===== src/rtl/core/tlss_pkg.sv =====
package tlss_pkg;

   // Fixed protocol constants.
   localparam int unsigned BLOCK_BYTES = 512;
   localparam logic [10:0] HDR_BYTES   = 11'd21;
   localparam logic [10:0] ETH_HDR     = 11'd14;
   localparam logic [7:0]  OWN_SAP     = 8'd68;
   localparam logic [7:0]  UI_CONTROL  = 8'h03;

   // TFTP opcodes.
   localparam logic [15:0] OP_RRQ  = 16'd1;
   localparam logic [15:0] OP_WRQ  = 16'd2;
   localparam logic [15:0] OP_DATA = 16'd3;
   localparam logic [15:0] OP_ACK  = 16'd4;
   localparam logic [15:0] OP_ERR  = 16'd5;

   // LLC length of a full and of an empty DATA frame.
   localparam logic [15:0] DATA_LLC_FULL  = 16'(7 + BLOCK_BYTES);
   localparam logic [15:0] DATA_LLC_EMPTY = 16'd7;

   // Status codes.
   localparam logic [3:0] ST_OK         = 4'd0;
   localparam logic [3:0] ST_DROPPED    = 4'd1;
   localparam logic [3:0] ST_NO_SESSION = 4'd2;
   localparam logic [3:0] ST_WRONG_MODE = 4'd3;
   localparam logic [3:0] ST_BAD_SIZE   = 4'd4;
   localparam logic [3:0] ST_OUT_OF_SEQ = 4'd5;
   localparam logic [3:0] ST_ERR_RX     = 4'd6;
   localparam logic [3:0] ST_UNKNOWN_OP = 4'd7;

   // Configuration register indexes.
   localparam logic REG_OWN_MAC      = 1'b0;
   localparam logic REG_IMAGE_BLOCKS = 1'b1;

   // Request class found by the front end.
   typedef enum logic [2:0] {
      KIND_SHORT,
      KIND_RRQ,
      KIND_WRQ,
      KIND_DATA,
      KIND_ACK,
      KIND_ERR,
      KIND_OTHER
   } kind_type;

   // Classified request passed from front end to back end.
   typedef struct packed {
      kind_type    kind;
      logic        size_ok;
      logic [15:0] rx_block;
      logic [47:0] peer_mac;
      logic [7:0]  peer_sap;
   } cls_type;

   // Reply descriptor.
   typedef struct packed {
      logic        reply_valid;
      logic [47:0] reply_dest_mac;
      logic [15:0] reply_llc_len;
      logic [7:0]  reply_dsap;
      logic [7:0]  reply_ssap;
      logic [7:0]  reply_control;
      logic [15:0] reply_opcode;
      logic [15:0] reply_block;
      logic [10:0] reply_total_len;
      logic        flash_read;
      logic [15:0] flash_block;
      logic [3:0]  status;
   } rsp_type;

endpackage


===== src/rtl/core/tlss_fifo.sv =====
module tlss_fifo #(
   parameter int WIDTH = 8,
   parameter int DEPTH = 2
) (
   input  logic             clock,
   input  logic             reset,
   input  logic             push,
   input  logic [WIDTH-1:0] din,
   output logic             full,
   input  logic             pop,
   output logic [WIDTH-1:0] dout,
   output logic             empty
);

   localparam int PTR_W = (DEPTH > 1) ? $clog2(DEPTH) : 1;
   localparam int CNT_W = $clog2(DEPTH + 1);
   localparam logic [PTR_W-1:0] LAST = PTR_W'(DEPTH - 1);
   localparam logic [CNT_W-1:0] FULL_CNT = CNT_W'(DEPTH);

   logic [WIDTH-1:0] entries_ff [DEPTH];
   logic [PTR_W-1:0] wr_ptr_ff, wr_ptr_in;
   logic [PTR_W-1:0] rd_ptr_ff, rd_ptr_in;
   logic [CNT_W-1:0] count_ff, count_in;
   logic             do_push, do_pop;

   assign full    = (count_ff == FULL_CNT);
   assign empty   = (count_ff == '0);
   assign do_push = push && !full;
   assign do_pop  = pop && !empty;
   assign dout    = entries_ff[rd_ptr_ff];

   // Pointer and fill count update.
   always_comb begin
      wr_ptr_in = wr_ptr_ff;
      rd_ptr_in = rd_ptr_ff;
      count_in  = count_ff;
      if (do_push) begin
         wr_ptr_in = (wr_ptr_ff == LAST) ? '0 : wr_ptr_ff + 1'b1;
      end
      if (do_pop) begin
         rd_ptr_in = (rd_ptr_ff == LAST) ? '0 : rd_ptr_ff + 1'b1;
      end
      if (do_push && !do_pop) begin
         count_in = count_ff + 1'b1;
      end else if (do_pop && !do_push) begin
         count_in = count_ff - 1'b1;
      end
   end

   always_ff @(posedge clock) begin
      if (reset) begin
         wr_ptr_ff <= '0;
         rd_ptr_ff <= '0;
         count_ff  <= '0;
      end else begin
         wr_ptr_ff <= wr_ptr_in;
         rd_ptr_ff <= rd_ptr_in;
         count_ff  <= count_in;
      end
   end

   // Entry storage needs no reset.
   always_ff @(posedge clock) begin
      if (do_push) begin
         entries_ff[wr_ptr_ff] <= din;
      end
   end

endmodule


===== src/rtl/core/tlss_front.sv =====
module tlss_front (
   input  logic [10:0]      frame_len,
   input  logic [15:0]      llc_len,
   input  logic [15:0]      tftp_opcode,
   input  logic [15:0]      rx_block,
   input  logic [47:0]      peer_mac,
   input  logic [7:0]       peer_sap,
   output tlss_pkg::cls_type cls
);
   import tlss_pkg::*;

   logic [16:0] need_len;
   logic        short_frame;

   // A frame is short if it cannot hold the headers or the LLC payload it claims.
   assign need_len    = {1'b0, llc_len} + 17'(ETH_HDR);
   assign short_frame = (frame_len < HDR_BYTES) || ({6'd0, frame_len} < need_len);

   // Classify the request by opcode; a short frame is classed as short instead.
   always_comb begin
      cls.size_ok  = (llc_len == DATA_LLC_FULL) || (llc_len == DATA_LLC_EMPTY);
      cls.rx_block = rx_block;
      cls.peer_mac = peer_mac;
      cls.peer_sap = peer_sap;
      if (short_frame) begin
         cls.kind = KIND_SHORT;
      end else begin
         unique case (tftp_opcode)
            OP_RRQ:  cls.kind = KIND_RRQ;
            OP_WRQ:  cls.kind = KIND_WRQ;
            OP_DATA: cls.kind = KIND_DATA;
            OP_ACK:  cls.kind = KIND_ACK;
            OP_ERR:  cls.kind = KIND_ERR;
            default: cls.kind = KIND_OTHER;
         endcase
      end
   end

endmodule


===== src/rtl/core/tlss_back.sv =====
module tlss_back (
   input  logic              clock,
   input  logic              reset,
   input  logic [15:0]       image_blocks,
   input  logic              fire,
   input  tlss_pkg::cls_type cls,
   output tlss_pkg::rsp_type rsp
);
   import tlss_pkg::*;

   logic        open_ff, open_in;
   logic        sending_ff, sending_in;
   logic        receiving_ff, receiving_in;
   logic [15:0] counter_ff, counter_in;
   logic [15:0] send_base;
   logic [15:0] send_blk;
   logic        avail;

   // DATA reply numbering: RRQ starts from zero, an ACK from the counter.
   assign send_base = (cls.kind == KIND_RRQ) ? 16'd0 : counter_ff;
   assign send_blk  = send_base + 16'd1;
   assign avail     = send_base < image_blocks;

   // Session update and reply build.
   always_comb begin
      open_in      = open_ff;
      sending_in   = sending_ff;
      receiving_in = receiving_ff;
      counter_in   = counter_ff;
      rsp          = '0;
      unique case (cls.kind)
         KIND_SHORT: rsp.status = ST_DROPPED;
         KIND_RRQ, KIND_WRQ: begin
            open_in      = 1'b1;
            sending_in   = (cls.kind == KIND_RRQ);
            receiving_in = (cls.kind == KIND_WRQ);
            counter_in   = (cls.kind == KIND_RRQ) ? send_blk : 16'd0;
            rsp.reply_valid  = 1'b1;
            rsp.reply_opcode = (cls.kind == KIND_RRQ) ? OP_DATA : OP_ACK;
            rsp.reply_block  = counter_in;
         end
         KIND_DATA: begin
            if (!open_ff) begin
               rsp.status = ST_NO_SESSION;
            end else if (!receiving_ff) begin
               rsp.status = ST_WRONG_MODE;
            end else if (!cls.size_ok) begin
               rsp.status = ST_BAD_SIZE;
            end else if (cls.rx_block != send_blk) begin
               rsp.status = ST_OUT_OF_SEQ;
            end else begin
               counter_in       = send_blk;
               rsp.reply_valid  = 1'b1;
               rsp.reply_opcode = OP_ACK;
               rsp.reply_block  = send_blk;
            end
         end
         KIND_ACK: begin
            if (!open_ff) begin
               rsp.status = ST_NO_SESSION;
            end else if (!sending_ff) begin
               rsp.status = ST_WRONG_MODE;
            end else if (cls.rx_block != counter_ff) begin
               rsp.status = ST_OUT_OF_SEQ;
            end else begin
               counter_in       = send_blk;
               rsp.reply_valid  = 1'b1;
               rsp.reply_opcode = OP_DATA;
               rsp.reply_block  = send_blk;
            end
         end
         KIND_ERR: rsp.status = ST_ERR_RX;
         default:  rsp.status = ST_UNKNOWN_OP;
      endcase

      // Common reply fields; a DATA reply carries a flash block when available.
      if (rsp.reply_valid) begin
         rsp.reply_dest_mac  = cls.peer_mac;
         rsp.reply_dsap      = cls.peer_sap;
         rsp.reply_ssap      = OWN_SAP;
         rsp.reply_control   = UI_CONTROL;
         rsp.reply_total_len = HDR_BYTES;
         if (rsp.reply_opcode == OP_DATA && avail) begin
            rsp.reply_total_len = HDR_BYTES + 11'(BLOCK_BYTES);
            rsp.flash_read      = 1'b1;
            rsp.flash_block     = send_base;
         end
         rsp.reply_llc_len = {5'd0, rsp.reply_total_len - ETH_HDR};
      end
   end

   always_ff @(posedge clock) begin
      if (reset) begin
         open_ff      <= 1'b0;
         sending_ff   <= 1'b0;
         receiving_ff <= 1'b0;
         counter_ff   <= '0;
      end else if (fire) begin
         open_ff      <= open_in;
         sending_ff   <= sending_in;
         receiving_ff <= receiving_in;
         counter_ff   <= counter_in;
      end
   end

endmodule


===== src/rtl/core/tftp_llc_server_step_top.sv =====
// TFTP-over-LLC server step. Each request is the header summary of one received
// frame and yields exactly one reply descriptor, in order. The block takes one
// request per clock cycle while req_full is low. The front end classifies
// requests into a short queue, and the back end applies them to the session
// state (open flag, mode, block counter), one per cycle while the reply queue
// is not full, into the reply queue. Write own_mac at byte address 0 and
// image_blocks at byte address 8, only while no request is in flight.
module tftp_llc_server_step_top #(
   parameter int QUEUE_DEPTH = 2,
   parameter int REPLY_DEPTH = 2
) (
   input  logic        clock,
   input  logic        reset,
   // Request channel.
   input  logic        req_push,
   output logic        req_full,
   input  logic [10:0] req_frame_len,
   input  logic [15:0] req_llc_len,
   input  logic [15:0] req_tftp_opcode,
   input  logic [15:0] req_rx_block,
   input  logic [47:0] req_peer_mac,
   input  logic [7:0]  req_peer_sap,
   // Reply channel.
   output logic        rsp_empty,
   input  logic        rsp_pop,
   output logic        rsp_reply_valid,
   output logic [47:0] rsp_reply_dest_mac,
   output logic [15:0] rsp_reply_llc_len,
   output logic [7:0]  rsp_reply_dsap,
   output logic [7:0]  rsp_reply_ssap,
   output logic [7:0]  rsp_reply_control,
   output logic [15:0] rsp_reply_opcode,
   output logic [15:0] rsp_reply_block,
   output logic [10:0] rsp_reply_total_len,
   output logic        rsp_flash_read,
   output logic [15:0] rsp_flash_block,
   output logic [3:0]  rsp_status,
   // Configuration port.
   input  logic        csr_psel,
   input  logic        csr_penable,
   input  logic        csr_pwrite,
   input  logic [3:0]  csr_paddr,
   input  logic [63:0] csr_pwdata,
   output logic [63:0] csr_prdata,
   output logic        csr_pready
);
   import tlss_pkg::*;

   localparam int CLS_W = $bits(cls_type);
   localparam int RSP_W = $bits(rsp_type);

   logic [47:0]      own_mac_ff;
   logic [15:0]      image_blocks_ff;
   logic             csr_write;
   cls_type          cls_new;
   cls_type          cls_head;
   logic [CLS_W-1:0] cls_head_bits;
   logic             mid_empty;
   logic             out_full;
   logic             fire;
   rsp_type          rsp_new;
   rsp_type          rsp_head;
   logic [RSP_W-1:0] rsp_head_bits;

   // Configuration registers.
   assign csr_pready = 1'b1;
   assign csr_write  = csr_psel && csr_penable && csr_pwrite && csr_pready;
   assign csr_prdata = (csr_paddr[3] == REG_IMAGE_BLOCKS) ? {48'd0, image_blocks_ff}
                                                          : {16'd0, own_mac_ff};

   always_ff @(posedge clock) begin
      if (reset) begin
         own_mac_ff      <= '0;
         image_blocks_ff <= '0;
      end else if (csr_write) begin
         if (csr_paddr[3] == REG_OWN_MAC) begin
            own_mac_ff <= csr_pwdata[47:0];
         end else begin
            image_blocks_ff <= csr_pwdata[15:0];
         end
      end
   end

   // Front end: classify each request.
   tlss_front u_front (
      .frame_len   (req_frame_len),
      .llc_len     (req_llc_len),
      .tftp_opcode (req_tftp_opcode),
      .rx_block    (req_rx_block),
      .peer_mac    (req_peer_mac),
      .peer_sap    (req_peer_sap),
      .cls         (cls_new)
   );

   // Queue between front end and back end.
   tlss_fifo #(
      .WIDTH (CLS_W),
      .DEPTH (QUEUE_DEPTH)
   ) u_mid_q (
      .clock (clock),
      .reset (reset),
      .push  (req_push),
      .din   (cls_new),
      .full  (req_full),
      .pop   (fire),
      .dout  (cls_head_bits),
      .empty (mid_empty)
   );

   assign cls_head = cls_type'(cls_head_bits);
   assign fire     = !mid_empty && !out_full;

   // Back end: session state and reply build.
   tlss_back u_back (
      .clock        (clock),
      .reset        (reset),
      .image_blocks (image_blocks_ff),
      .fire         (fire),
      .cls          (cls_head),
      .rsp          (rsp_new)
   );

   // Reply queue.
   tlss_fifo #(
      .WIDTH (RSP_W),
      .DEPTH (REPLY_DEPTH)
   ) u_out_q (
      .clock (clock),
      .reset (reset),
      .push  (fire),
      .din   (rsp_new),
      .full  (out_full),
      .pop   (rsp_pop),
      .dout  (rsp_head_bits),
      .empty (rsp_empty)
   );

   assign rsp_head            = rsp_type'(rsp_head_bits);
   assign rsp_reply_valid     = rsp_head.reply_valid;
   assign rsp_reply_dest_mac  = rsp_head.reply_dest_mac;
   assign rsp_reply_llc_len   = rsp_head.reply_llc_len;
   assign rsp_reply_dsap      = rsp_head.reply_dsap;
   assign rsp_reply_ssap      = rsp_head.reply_ssap;
   assign rsp_reply_control   = rsp_head.reply_control;
   assign rsp_reply_opcode    = rsp_head.reply_opcode;
   assign rsp_reply_block     = rsp_head.reply_block;
   assign rsp_reply_total_len = rsp_head.reply_total_len;
   assign rsp_flash_read      = rsp_head.flash_read;
   assign rsp_flash_block     = rsp_head.flash_block;
   assign rsp_status          = rsp_head.status;

endmodule

===== config.mk =====
export PLATFORM = sky130hd
export DESIGN_NAME = tftp_llc_server_step_top
export DESIGN_NICKNAME = d
export VERILOG_FILES = /design/src/rtl/core/tlss_pkg.sv /design/src/rtl/core/tlss_fifo.sv /design/src/rtl/core/tlss_front.sv /design/src/rtl/core/tlss_back.sv /design/src/rtl/core/tftp_llc_server_step_top.sv
export SDC_FILE = /design/constraint.sdc
export NUM_CORES = 1
export LEC_CHECK = 0
export ABC_AREA = 1
export BUFFER_PORTS_ARGS = -buffer_cell sky130_fd_sc_hd__clkbuf_2
export CORE_ASPECT_RATIO = 0.75
export CORE_MARGIN = 8
export CORE_UTILIZATION = 50
export DETAILED_ROUTE_END_ITERATION = 16
export HOLD_SLACK_MARGIN = 0.08
export PLACE_DENSITY = 0.77
export SETUP_SLACK_MARGIN = 0.05
export SLEW_MARGIN = 30
export SYNTH_ARGS = -nofsm -noshare
export SYNTH_HDL_FRONTEND = slang
export SYNTH_SLANG_ARGS = --single-unit

===== constraint.sdc =====
create_clock -name clock -period 4.9 [get_ports clock]
set_input_delay 0.245 -clock clock [delete_from_list [all_inputs] [get_ports clock]]
set_output_delay 0.245 -clock clock [all_outputs]
set_load 0.01 [all_outputs]

== Word level (Yosys, flattened, before mapping) ==
Memory sizes are Yosys's and may differ from the RTL's. A register that Yosys moved wholly into a read port is not among the register bits.
Index checks and enable logic that the tools add are counted.

* Add/sub/neg operators: 11
* Magnitude comparators: 3
* Equality and inequality tests: 24
* Muxes and demuxes: 58
* Bitwise gates (word level): 1
* Reduce and logical (&&, ||, !) cells: 33

{| class="wikitable"
|+ Operators by type and width
! kind !! count
|-
| $mux 32 || 5
|-
| $mux 16 || 9
|-
| $pmux 32 s3 || 1
|-
| $mux 88 || 1
|-
| $mux 28 || 2
|-
| $eq 16x2->1 const B || 3
|-
| $eq 16x3->1 const B || 3
|-
| $mux 48 || 1
|-
| $pmux 16 s3 || 1
|-
| $ne 16x16->1 || 2
|-
| $mux 27 || 1
|-
| $mux 4 || 5
|-
| $pmux 4 s5 || 1
|-
| $mux 1 || 19
|-
| $mux 19 || 1
|-
| $mux 18 || 1
|-
| $add 16x4->17 const B || 1
|-
| $lt 11x17->1 || 1
|-
| $add 16x1->16 const B || 1
|-
| $eq 16x1->1 const B || 1
|-
| $eq 16x10->1 const B || 1
|-
| $lt 16x16->1 || 1
|-
| $pmux 3 s5 || 1
|-
| $logic_and 1x1->1 || 12
|-
| other kinds (24) || 55
|}

* Register bits after elaboration: 91
* Memory bits (writable): 458
* Input bits: 190
* Output and inout bits: 220
* Logic and storage cells: 144
* Memories kept: 2

{| class="wikitable"
|+ Memory list
! name !! depth !! width !! rd ports !! clocked after Yosys merged registers in !! write ports !! line !! RTL
|-
| u_out_q.entries_ff || 2 || 153 || 1 || 1 || 1 || tlss_fifo.sv:20 || <nowiki>logic [WIDTH-1:0] entries_ff [DEPTH];</nowiki>
|-
| u_mid_q.entries_ff || 2 || 76 || 1 || 1 || 1 || tlss_fifo.sv:20 ||
|}

== Logic depth before layout (Yosys ltp) ==
Gate-level depths: netlist (run 1).

* Depth after elaboration: 15
* Depth in mapped cells: 26
* Gate-level depth less buffers: 23

== Modules after synthesis ==
From an unflattened synthesis (run 1), not the netlist that was laid out.

* Cells, all modules: 2242
* Area total of the unflattened synthesis: 26015.0 um2

{| class="wikitable"
|+ Modules (own cells, without submodules)
! module !! times used !! cells each !! area an instance (um2) !! seq. area each (um2)
|-
| tlss_fifo (u_out_q) || 1 || 513 || 11558.6 || 9288.9
|-
| tlss_fifo (u_mid_q) || 1 || 273 || 5880.6 || 4664.5
|-
| tlss_back || 1 || 688 || 3927.5 || 380.4
|-
| tftp_llc_server_step_top || 1 || 540 || 3286.9 || 1281.2
|-
| tlss_front || 1 || 228 || 1361.3 || 0.0
|}

== Least setup slack after synthesis (run 1) ==
Ideal clock, no wire load.

* Path type: reg2reg
* From: register u_mid_q.count_ff[0]
* To: memory u_out_q.entries_ff[1][0] (netlist bit) (enable)
* Library setup time: 0.551 ns
* Arrival: 4.534 ns
* Data required time: 4.349 ns
* Slack: -0.186 ns
* Stages on the path, launching flop included: 3
* Path buffers: 0
* Clock period less this slack: 5.086 ns
* Cell sequence: dfxtp_1 > o22ai_1 > nor2_1

* Cells in the longest elaborated chain, start to end: 6

{| class="wikitable"
|+ Ends and longest elaborated chain
! element !! line !! RTL
|-
| from (decl) || tlss_fifo.sv:23 || <nowiki>logic [CNT_W-1:0] count_ff, count_in;</nowiki>
|-
| from (signal assigned) || tlss_fifo.sv:58 || <nowiki>count_ff <= count_in;</nowiki>
|-
| $logic_not 2->1 || tlss_fifo.sv:27 || <nowiki>assign empty = (count_ff == '0);</nowiki>
|-
| $logic_not 1->1 || tftp_llc_server_step_top.sv:111 || <nowiki>assign fire = !mid_empty && !out_full;</nowiki>
|-
| $logic_and 1x1->1 || tftp_llc_server_step_top.sv:111 ||
|-
| $logic_and 1x1->1 || tlss_fifo.sv:28 || <nowiki>assign do_push = push && !full;</nowiki>
|-
| $mux 1 || tlss_fifo.sv:64 || <nowiki>if (do_push) begin</nowiki>
|-
| $mux 1 (implied by the code) || tlss_fifo.sv:65 || <nowiki>entries_ff[wr_ptr_ff] <= din;</nowiki>
|-
| to (decl) || tlss_fifo.sv:20 ||
|}

No other way between the ends.

==> impl_metrics.json, run 1 <==
{
  "root_buffer": "clkbuf_16",
  "cp-start-kind": "flop",
  "via_count": 13800,
  "hold_path.class": "input pin to flop",
  "hpwl_um": 32800,
  "rows": 62,
  "cp_data_required_time_ns": 5.31,
  "combPwrFrac": 0.353,
  "whs_path_depth": 3,
  "synthMostInstantiatedCell": "edfxtp_1",
  "path_max_fanout": 18,
  "synth_top_cells_by_count": "342 x edfxtp_1, 208 x nand2_1, 179 x nor2_1, 145 x inv_1, 105 x o21ai_0",
  "finalHoldViolCount": 0,
  "ys_ff_latch": 435,
  "swShare": 0.354,
  "clk_pin_slew_ns": 0.06,
  "worst_r2r_path_depth": 21,
  "cts_made_buffers": 42,
  "post-route-period-util": 0.866,
  "synth-main-ff-cell": "edfxtp_1",
  "power_density_nw_per_um2": 570,
  "switchingPower_mw": 4.80,
  "dieArea_um2": 45400,
  "ios": 410,
  "vias_per_cell": 5.16,
  "clk_path_buf_depth": 3,
  "wirelength_um": 49400,
  "rsz0062_at_grt": "false",
  "post_cts_buffers": 0,
  "wl_per_cell_um": 18.4,
  "holdBufCountCts": 121,
  "place.gp.congestion": 0.923,
  "clkPwrFrac": 0.231,
  "drcViolationCount": 0,
  "cts_resized": 0,
  "grt.overflow.total": 0,
  "grt_antenna_before_repair": 6,
  "ys_warn_count": 0,
  "cts_tree": "done",
  "setup_viol": 0,
  "die_w_um": 243,
  "synth.area.top_cells": "edfxtp_1 53%, dfxtp_1 9.6%, mux2_2 5.5%",
  "cts_htree_levels": 2,
  "firstDrtPassIters": 5,
  "grt_pass1_vias": 14200,
  "cap_viol_max_count": 0,
  "synth_edf_count": 342,
  "clock.fmax_mhz": 236,
  "p_int_mw": 8.74,
  "die_h_um": 186,
  "slew_headroom": 0.388,
  "syn_area_per_cell_um2": 11.4,
  "synthCells": 1703,
  "drive_gt1_frac": 0.260,
  "p_leak_nw": 9.73,
  "nets": 2350,
  "grt_usage": 0.209,
  "area_growth_pct": 22.6,
  "cts.sinks": 435,
  "layout_min_cycle_time_ns": 4.25,
  "endpoint_kind": "flop",
  "start_util": 0.507,
  "clock_skew_ns": 0.0300,
  "grt_pass1_wl_um": 76300,
  "outcome": "complete, no violations",
  "portBuffers": 328,
  "critPathKind": "flop to flop",
  "worst_pin_slew_ns": 0.918,
  "async_flop_share": 0,
  "core_area_um2": 38200,
  "synth_top_area_share": 0.530,
  "finalPower_mw": 13.5,
  "pwr-share-seq": 0.417,
  "grt_max_degree": 96,
  "drtIter0Drc": 968,
  "ys_types": 47,
  "syn_area_um2": 19400,
  "finalSetupTns_ns": 0,
  "antenna_left": 0,
  "clkLatencyLatePin_ns": 0.55,
  "ir_drop_v": 0.000536,
  "yosysTopAreaCell": "edfxtp_1",
  "finalMaxSlewViolations": 0,
  "ys_seq_area_frac": 0.626,
  "crit_arrival_ns": 4.65
}
[critical path, stage by stage (launching register included)]
cell and delay (ns):
dfxtp_4 0.56, inv_2 0.23, nand2_1 0.12, nand2_2 0.10, nand3_4 0.21, nand2_1 0.20, inv_1 0.09, ha_1 0.21
nand3_1 0.18, nor2_4 0.25, nand2_1 0.13, nand3_1 0.09, nand2_1 0.07, nor2_1 0.18, nand2_1 0.07, nor2_1 0.09
nand2_1 0.06, nor2_1 0.22, nand4_1 0.29, nand3_1 0.52, nand2_1 0.13, inv_1 0.11
[cells in the final DEF (no fill, tap or decap), types with 5 or more instances in the layout]
cell           instances
xnor2_1                6
inv_1                144
nor2_4                 6
dlygate4sd3_1        121
nand3b_1               7
conb_1                62
clkinv_1               9
nand4_1               15
nor3_1                 5
buf_4                 15
o21ai_0              105
nor4_1                 6
nand3_1               73
ha_1                  29
mux2i_1               60
nand2_2                5
nor2_2                33
or2_2                  8
clkbuf_16             43
clkinv_2               6
dfxtp_1               91
edfxtp_1             342
nand2_1              208
nor2_1               175
xor2_1                16
mux2_2                95
diode_2                5
a21oi_1               93
clkbuf_2             328
clkbuf_1              11
[kinds of logic (layout without fill, tap and decap cells)]
family                     Yosys count  after routing  share of synthesized area
adders and majority gates           29             29                     0.0187
other                                2             67                   0.000388
xor gates and xnor gates            22             22                    0.00995
and+or+nand+nor                    547            547                      0.124
muxes                              155            155                     0.0862
DFF                                435            435                      0.626
AOI/OAI and AO/OA                  221            221                     0.0604
buffers and inverters              292            692                     0.0738
[power by group through the flow]
| stage | Sequential [mW] | Combinational, mW | Clock (mW) |
|---|---|---|---|
| final | 5.64 | 4.78 | 3.12 |
| after global placement | 5.68 | 4.55 | 0 |
| after global routing | 5.72 | 5.25 | 3.34 |
| after CTS | 5.63 | 4.80 | 3.19 |
| after floorplan | 5.58 | 3.27 | 0 |
| after detailed placement | 5.71 | 4.70 | 0 |
[metal layers]
| layer | routed length (um) | vias to the layer above | track usage |
|---|---|---|---|
| li1 | - | 6612 | - |
| met1 | 19800 | 6617 | 0.252 |
| met2 | 24900 | 479 | 0.367 |
| met3 | 3040 | 109 | 0.0408 |
| met4 | 1640 | 2 | 0.0769 |
| met5 | 11 | - | 0 |
[per-stage QoR]
step / area (um^2) / cells / util / hold WS, ns / setup slack [ns]
6_report: 23800 / 2680 / 0.621 / 0.141 / 0.655
5_1_grt: 23800 / 2680 / 0.621 / 0.153 / 0.255
4_1_cts: 23700 / 2675 / 0.621 / 0.114 / 0.634
3_5_place_dp: 21200 / 2478 / 0.555 / 0.437 / 0.653
3_3_place_gp: 21200 / 2477 / 0.554 / 0.434 / 0.703
2_1_floorplan: 19600 / 1763 / - / 0.314 / 0.649
[area by class of cell]
cell class              count  area [um^2]
flip-flops and latches    435        12100
clock inverters            20          174
inverters                 150          566
repair buffers            466         3010
clock buffers              56         1140
multi-input cells        1036         6070
fillers                  2933        14500
well taps                 512          641
diodes                      5         12.5
[registers in the layout (all words and copies together), names as in the netlist, 2 cells and up, named ones only]
signal	flops
u_mid_q.count_ff	2
u_out_q.entries_ff	190
image_blocks_ff	16
u_mid_q.entries_ff	152
u_out_q.count_ff	2
u_back.counter_ff	16
own_mac_ff	48
[path summary, 6_finish.rpt]
kind	from	endpoint	slack [ns]
max	flop	u_out_q.entries_ff[1][45]	0.65
min	rsp_pop	flop	0.14
max reg2reg	flop	u_out_q.entries_ff[1][45]	0.65
min reg2reg	u_mid_q.rd_ptr_ff	flop	0.45
Power figures use the tool's default switching activity.
==> run 2: changes to the inputs <==
--- a/config.mk
+++ b/config.mk
@@ -5,7 +5,6 @@
 export SDC_FILE = /design/constraint.sdc
 export NUM_CORES = 1
 export LEC_CHECK = 0
-export ABC_AREA = 1
 export BUFFER_PORTS_ARGS = -buffer_cell sky130_fd_sc_hd__clkbuf_2
 export CORE_ASPECT_RATIO = 0.75
 export CORE_MARGIN = 8
==> impl_metrics.json, run 2 <==
{
  "yosysTopAreaCell": "edfxtp_1",
  "place.gp.congestion": 0.892,
  "final_util": 0.616,
  "grt_max_degree": 96,
  "rows": 63,
  "root_buffer": "clkbuf_16",
  "dieArea_um2": 46200,
  "holdBufCountCts": 120,
  "critPathKind": "flop to flop",
  "cp_data_required_time_ns": 5.28,
  "die_w_um": 246,
  "hold_path.class": "input pin to flop",
  "ys_ff_latch": 435,
  "crit_family": "simple AND/OR/NAND/NOR gates",
  "final_common_cell": "edfxtp_1",
  "critical_path.max_stage_delay_ns": 0.61,
  "antenna_left": 0,
  "grt_antenna_before_repair": 5,
  "layout_min_cycle_time_ns": 4.31,
  "nets": 2173,
  "worst_pin_slew_ns": 0.937,
  "cap_viol_max_count": 0,
  "setup_viol": 0,
  "design_area_um2": 24200,
  "firstDrtPassIters": 5,
  "start_util": 0.503,
  "cts_made_buffers": 43,
  "place_ws_ns": 0.674,
  "via_count": 13400,
  "drcViolationCount": 0,
  "ys_types": 83,
  "cp.buffers_inverters": 3,
  "clock.fmax_mhz": 232,
  "slew_headroom": 0.375,
  "met3_length_um": 2660,
  "area_growth_pct": 22.4,
  "async_flop_share": 0,
  "largest_register_ffs": 190,
  "synth_top_cells_by_count": "342 x edfxtp_1, 158 x nand2_1, 117 x mux2_2, 93 x dfxtp_1, 91 x a21oi_1",
  "ys_warn_count": 0,
  "p_leak_nw": 9.33,
  "hpwl_um": 32300,
  "placed_area_um2": 21600,
  "drive_gt1_frac": 0.297,
  "drtIter0Drc": 965,
  "die_h_um": 188,
  "crit_arrival_ns": 4.69,
  "top_layer": "met5",
  "clk_path_buf_depth": 3,
  "finalPower_mw": 12.2,
  "synth-main-ff-cell": "edfxtp_1",
  "cts_htree_levels": 2,
  "clock_skew_ns": 0.0306,
  "post_cts_buffers": 0,
  "crit_top_cell": "nand3_1",
  "wl_met1_um": 20200,
  "dr_wl_met2_um": 25000,
  "largest_register": "u_out_q.entries_ff",
  "synthCells": 1535,
  "placed_cells": 2308,
  "outcome": "complete, no violations",
  "ios": 410,
  "vias_per_cell": 5.32,
  "cp_slowest_cell": "or4b_1",
  "clkLatencyLatePin_ns": 0.56,
  "core_area_um2": 39300,
  "final_cells": 2511,
  "finalHoldViolCount": 0,
  "ir_drop_v": 0.000357,
  "ys_seq_area_frac": 0.614,
  "syn_area_per_cell_um2": 12.9,
  "finalSetupTns_ns": 0,
  "whs_ns": 0.101,
  "post-route-period-util": 0.879,
  "syn_area_um2": 19800,
  "wirelength_um": 49300,
  "finalMaxSlewViolations": 0,
  "mostFrequentLayoutCells": "342 x edfxtp_1, 327 x clkbuf_2, 158 x nand2_1",
  "synth_top_area_share": 0.520,
  "grt_pass1_wl_um": 75800,
  "path_max_fanout": 29,
  "portBuffers": 328,
  "endpoint_kind": "flop",
  "synthMostInstantiatedCell": "edfxtp_1",
  "clk_pin_slew_ns": 0.06,
  "power_density_nw_per_um2": 502,
  "cts.sinks": 435,
  "synth_edf_count": 342,
  "reg_top3": "u_out_q.entries_ff (190), u_mid_q.entries_ff (152), own_mac_ff (48)",
  "cp-start-kind": "flop",
  "rsz0062_at_grt": "false",
  "finalWorstSetupSlack_ns": 0.594,
  "wl_per_cell_um": 19.6,
  "fill_cells": 2985,
  "grt.overflow.total": 0,
  "crit_chain": "or4b_1, nand3_1, inv_1, ha_1, buf_4, nand3_1, xor2_1, xnor2_1, a211oi_1, nor4_2, nand4b_4, o21ai_2, a21oi_4, buf_12, nor2_1",
  "cts_resized": 0,
  "synth.area.top_cells": "edfxtp_1 52%, dfxtp_1 9.4%, mux2_2 6.7%",
  "cts_tree": "done",
  "grt_usage": 0.205,
  "grt_pass1_vias": 13800
}
-- run 2: cell types whose count changed after synthesis, sizes merged, moves of 34 or more --
cell   previous run  this run
nand3            76        21
nor2b             0        39
o21ai           106        24
nand2           213       158
and3              0        34
inv             149        34
nor2            214       108
-- run 2: routing by layer --
metal	track usage	vias to the layer above
met1	0.250	6544
met5	0	-
met3	0.0387	100
met2	0.362	437
li1	-	6268
met4	0.0687	4
-- run 2: path summary, 6_finish.rpt --
| check | end | slack [ns] | depth (start not counted) | start |
|---|---|---|---|---|
| hold reg to reg | own_mac_ff[18] | 0.45 | 2 | own_mac_ff[18] |
| setup reg to reg | u_out_q.entries_ff[1][121] | 0.59 | 15 | u_mid_q.entries_ff[0][74] |
| setup / recovery | u_out_q.entries_ff[1][121] | 0.59 | 15 | u_mid_q.entries_ff[0][74] |
| hold / removal | flop | 0.10 | 4 | rsp_pop |
-- run 2: report_power, final --
part | switching [mW] | internal (mW) | leakage [nW] | total, mW
combinational | 2.19 | 1.49 | 4.68 | 3.68
sequential | 0.268 | 5.03 | 3.98 | 5.30
clock | 1.40 | 1.77 | 0.669 | 3.17
total | 3.86 | 8.30 | 9.33 | 12.2
-- run 2: cell type report --
type	instances	area (um^2)	area share
Clock buffer	56	1190	0.0490
Clock inverter	23	171	0.00709
Multi-Input combinational cell	968	6790	0.281
Sequential cell	435	12100	0.502
Inverter	35	131	0.00543
Antenna cell	3	7.51	0.000310
Tap cell	520	651	0.0269
Timing Repair Buffer	471	3110	0.129
-- run 2: logic make-up after synthesis --
logic type               share of synthesized area
AND/OR/NAND/NOR                              0.125
flip-flops                                   0.614
buffers and inverters                       0.0558
AO/OA/AOI/OAI                               0.0615
multiplexers                                 0.103
XOR/XNOR                                    0.0220
adder cells (fa/ha/maj)                     0.0184
other                                     0.000380
-- run 2: worst min-delay path: stages --
cell and delay, ns:
clkbuf_2 0.07, o21ai_0 0.12, xor2_1 0.10, nor2_1 0.07
==> run 3: changes to the inputs <==
--- a/config.mk
+++ b/config.mk
@@ -8,10 +8,11 @@
 export BUFFER_PORTS_ARGS = -buffer_cell sky130_fd_sc_hd__clkbuf_2
 export CORE_ASPECT_RATIO = 0.75
 export CORE_MARGIN = 8
-export CORE_UTILIZATION = 50
+export CORE_UTILIZATION = 51
+export CTS_BUF_LIST = sky130_fd_sc_hd__clkbuf_8
 export DETAILED_ROUTE_END_ITERATION = 16
 export HOLD_SLACK_MARGIN = 0.08
-export PLACE_DENSITY = 0.77
+export PLACE_DENSITY = 0.78
 export SETUP_SLACK_MARGIN = 0.05
 export SLEW_MARGIN = 30
 export SYNTH_ARGS = -nofsm -noshare
==> impl_metrics.json, run 3 (same netlist as run 2, synthesis figures left out) <==
{
  "clkLatencyLatePin_ns": 0.61,
  "vias_per_cell": 5.35,
  "ios": 410,
  "endpoint_kind": "flop",
  "cap_viol_max_count": 0,
  "finalHoldViolCount": 0,
  "power_density_nw_per_um2": 491,
  "cp-start-kind": "flop",
  "post-route-period-util": 0.891,
  "finalMaxSlewViolations": 0,
  "dieArea_um2": 45400,
  "die_h_um": 186,
  "clk_path_buf_depth": 3,
  "final_common_cell": "edfxtp_1",
  "largest_register": "u_out_q.entries_ff",
  "final_util": 0.630,
  "place.gp.congestion": 0.932,
  "clk_pin_slew_ns": 0.06,
  "die_w_um": 243,
  "path_max_fanout": 30,
  "dr_wl_met2_um": 26400,
  "rsz0062_at_grt": "false",
  "root_buffer": "clkbuf_8",
  "reg_top3": "u_out_q.entries_ff (190), u_mid_q.entries_ff (152), own_mac_ff (48)",
  "regArea_um2": 12100,
  "layout_min_cycle_time_ns": 4.37,
  "place_ws_ns": 0.613,
  "clock_skew_ns": 0.0302,
  "met3_length_um": 2890,
  "rrSetupSlack_ns": 0.53,
  "critPathKind": "flop to flop",
  "whs_ns": 0.134,
  "placed_area_um2": 21600,
  "grt_antenna_before_repair": 5,
  "design_area_um2": 24100,
  "start_util": 0.517,
  "cts_made_buffers": 70,
  "setup_viol": 0,
  "finalPower_mw": 11.8,
  "cts.sinks": 435,
  "drive_gt1_frac": 0.304,
  "largest_register_ffs": 190,
  "top_layer": "met4",
  "nets": 2205,
  "portBuffers": 328,
  "hpwl_um": 33400,
  "drcViolationCount": 0,
  "placed_cells": 2300,
  "wl_per_cell_um": 19.9,
  "area_growth_pct": 22.0,
  "hold_path.class": "input pin to flop",
  "crit_arrival_ns": 4.81,
  "finalSetupTns_ns": 0,
  "worst_pin_slew_ns": 0.880,
  "cts_tree": "done",
  "ir_drop_v": 0.000273,
  "finalWorstSetupSlack_ns": 0.533,
  "drtIter0Drc": 914,
  "outcome": "complete, no violations",
  "grt_pass1_vias": 14400,
  "cts_htree_levels": 3,
  "grt_pass1_wl_um": 78000,
  "grt.overflow.total": 0,
  "mostFrequentLayoutCells": "342 x edfxtp_1, 327 x clkbuf_2, 158 x nand2_1",
  "multiInputGateArea_um2": 6790,
  "post_cts_buffers": 0,
  "firstDrtPassIters": 5,
  "fill_cells": 2848,
  "rows": 62,
  "grt_max_degree": 73,
  "slew_headroom": 0.414,
  "clock.fmax_mhz": 229,
  "cp_data_required_time_ns": 5.34,
  "wirelength_um": 50800,
  "wl_met1_um": 20000,
  "via_count": 13700,
  "grt_usage": 0.215,
  "p_leak_nw": 9.41,
  "core_area_um2": 38200,
  "final_cells": 2552,
  "antenna_left": 0
}
## run 3: cell count changes in the layout (fill, tap and decap cells not counted), sizes merged
cell	change
clkbuf	+23
buf	-1
bufinv	-1
inv	+23
clkinv	-4
diode	+2
dlygate4sd3	+6
clkinvlp	+1
## run 3: report_power, final
group | internal [mW] | switching (mW)
Sequential | 5.04 | 0.264
Combinational | 1.46 | 2.20
Clock | 1.47 | 1.41
Total | 7.97 | 3.87
## run 3: worst max-delay path, cell delays in order (launching register included)
cell      delay (ns)
edfxtp_1        0.51
or4b_1          0.61
and3_1          0.25
ha_1            0.33
buf_4           0.21
nand4_1         0.15
xor2_1          0.34
mux2_2          0.41
nor4_4          0.32
nand4b_4        0.24
o21ai_2         0.23
a21oi_4         0.14
buf_12          0.23
nor2_1          0.19
## run 3: timing repair
item                                   CTS  global route
hold buffers                           126             0
endpoints found under the hold margin  214             0
resized for setup                        0             0
## run 3: metal layers
layer  global-route usage  vias up
met5                    0        -
met4               0.0852        0
met3               0.0475      110
met2                0.378      515
met1                0.252     6685
li1                     -     6354
## run 3: area by class of cell
| type | instances | share of cell area |
|---|---|---|
| Multi-Input combinational cell | 968 | 0.282 |
| Sequential cell | 435 | 0.504 |
| Tap cell | 512 | 0.0266 |
| Clock inverter | 42 | 0.00763 |
| Inverter | 35 | 0.00545 |
| Clock buffer | 79 | 0.0451 |
| Antenna cell | 5 | 0.000519 |
| Timing Repair Buffer | 476 | 0.129 |
## run 3: path summary, 6_finish.rpt
path                                                 from                          to  cells after the start
worst max-delay path            u_mid_q.entries_ff[0][74]  u_out_q.entries_ff[1][105]                     13
worst min-delay path                      req_llc_len[13]   u_mid_q.entries_ff[1][73]                      4
worst max register to register  u_mid_q.entries_ff[0][74]  u_out_q.entries_ff[1][105]                     13
worst min register to register             own_mac_ff[17]              own_mac_ff[17]                      2
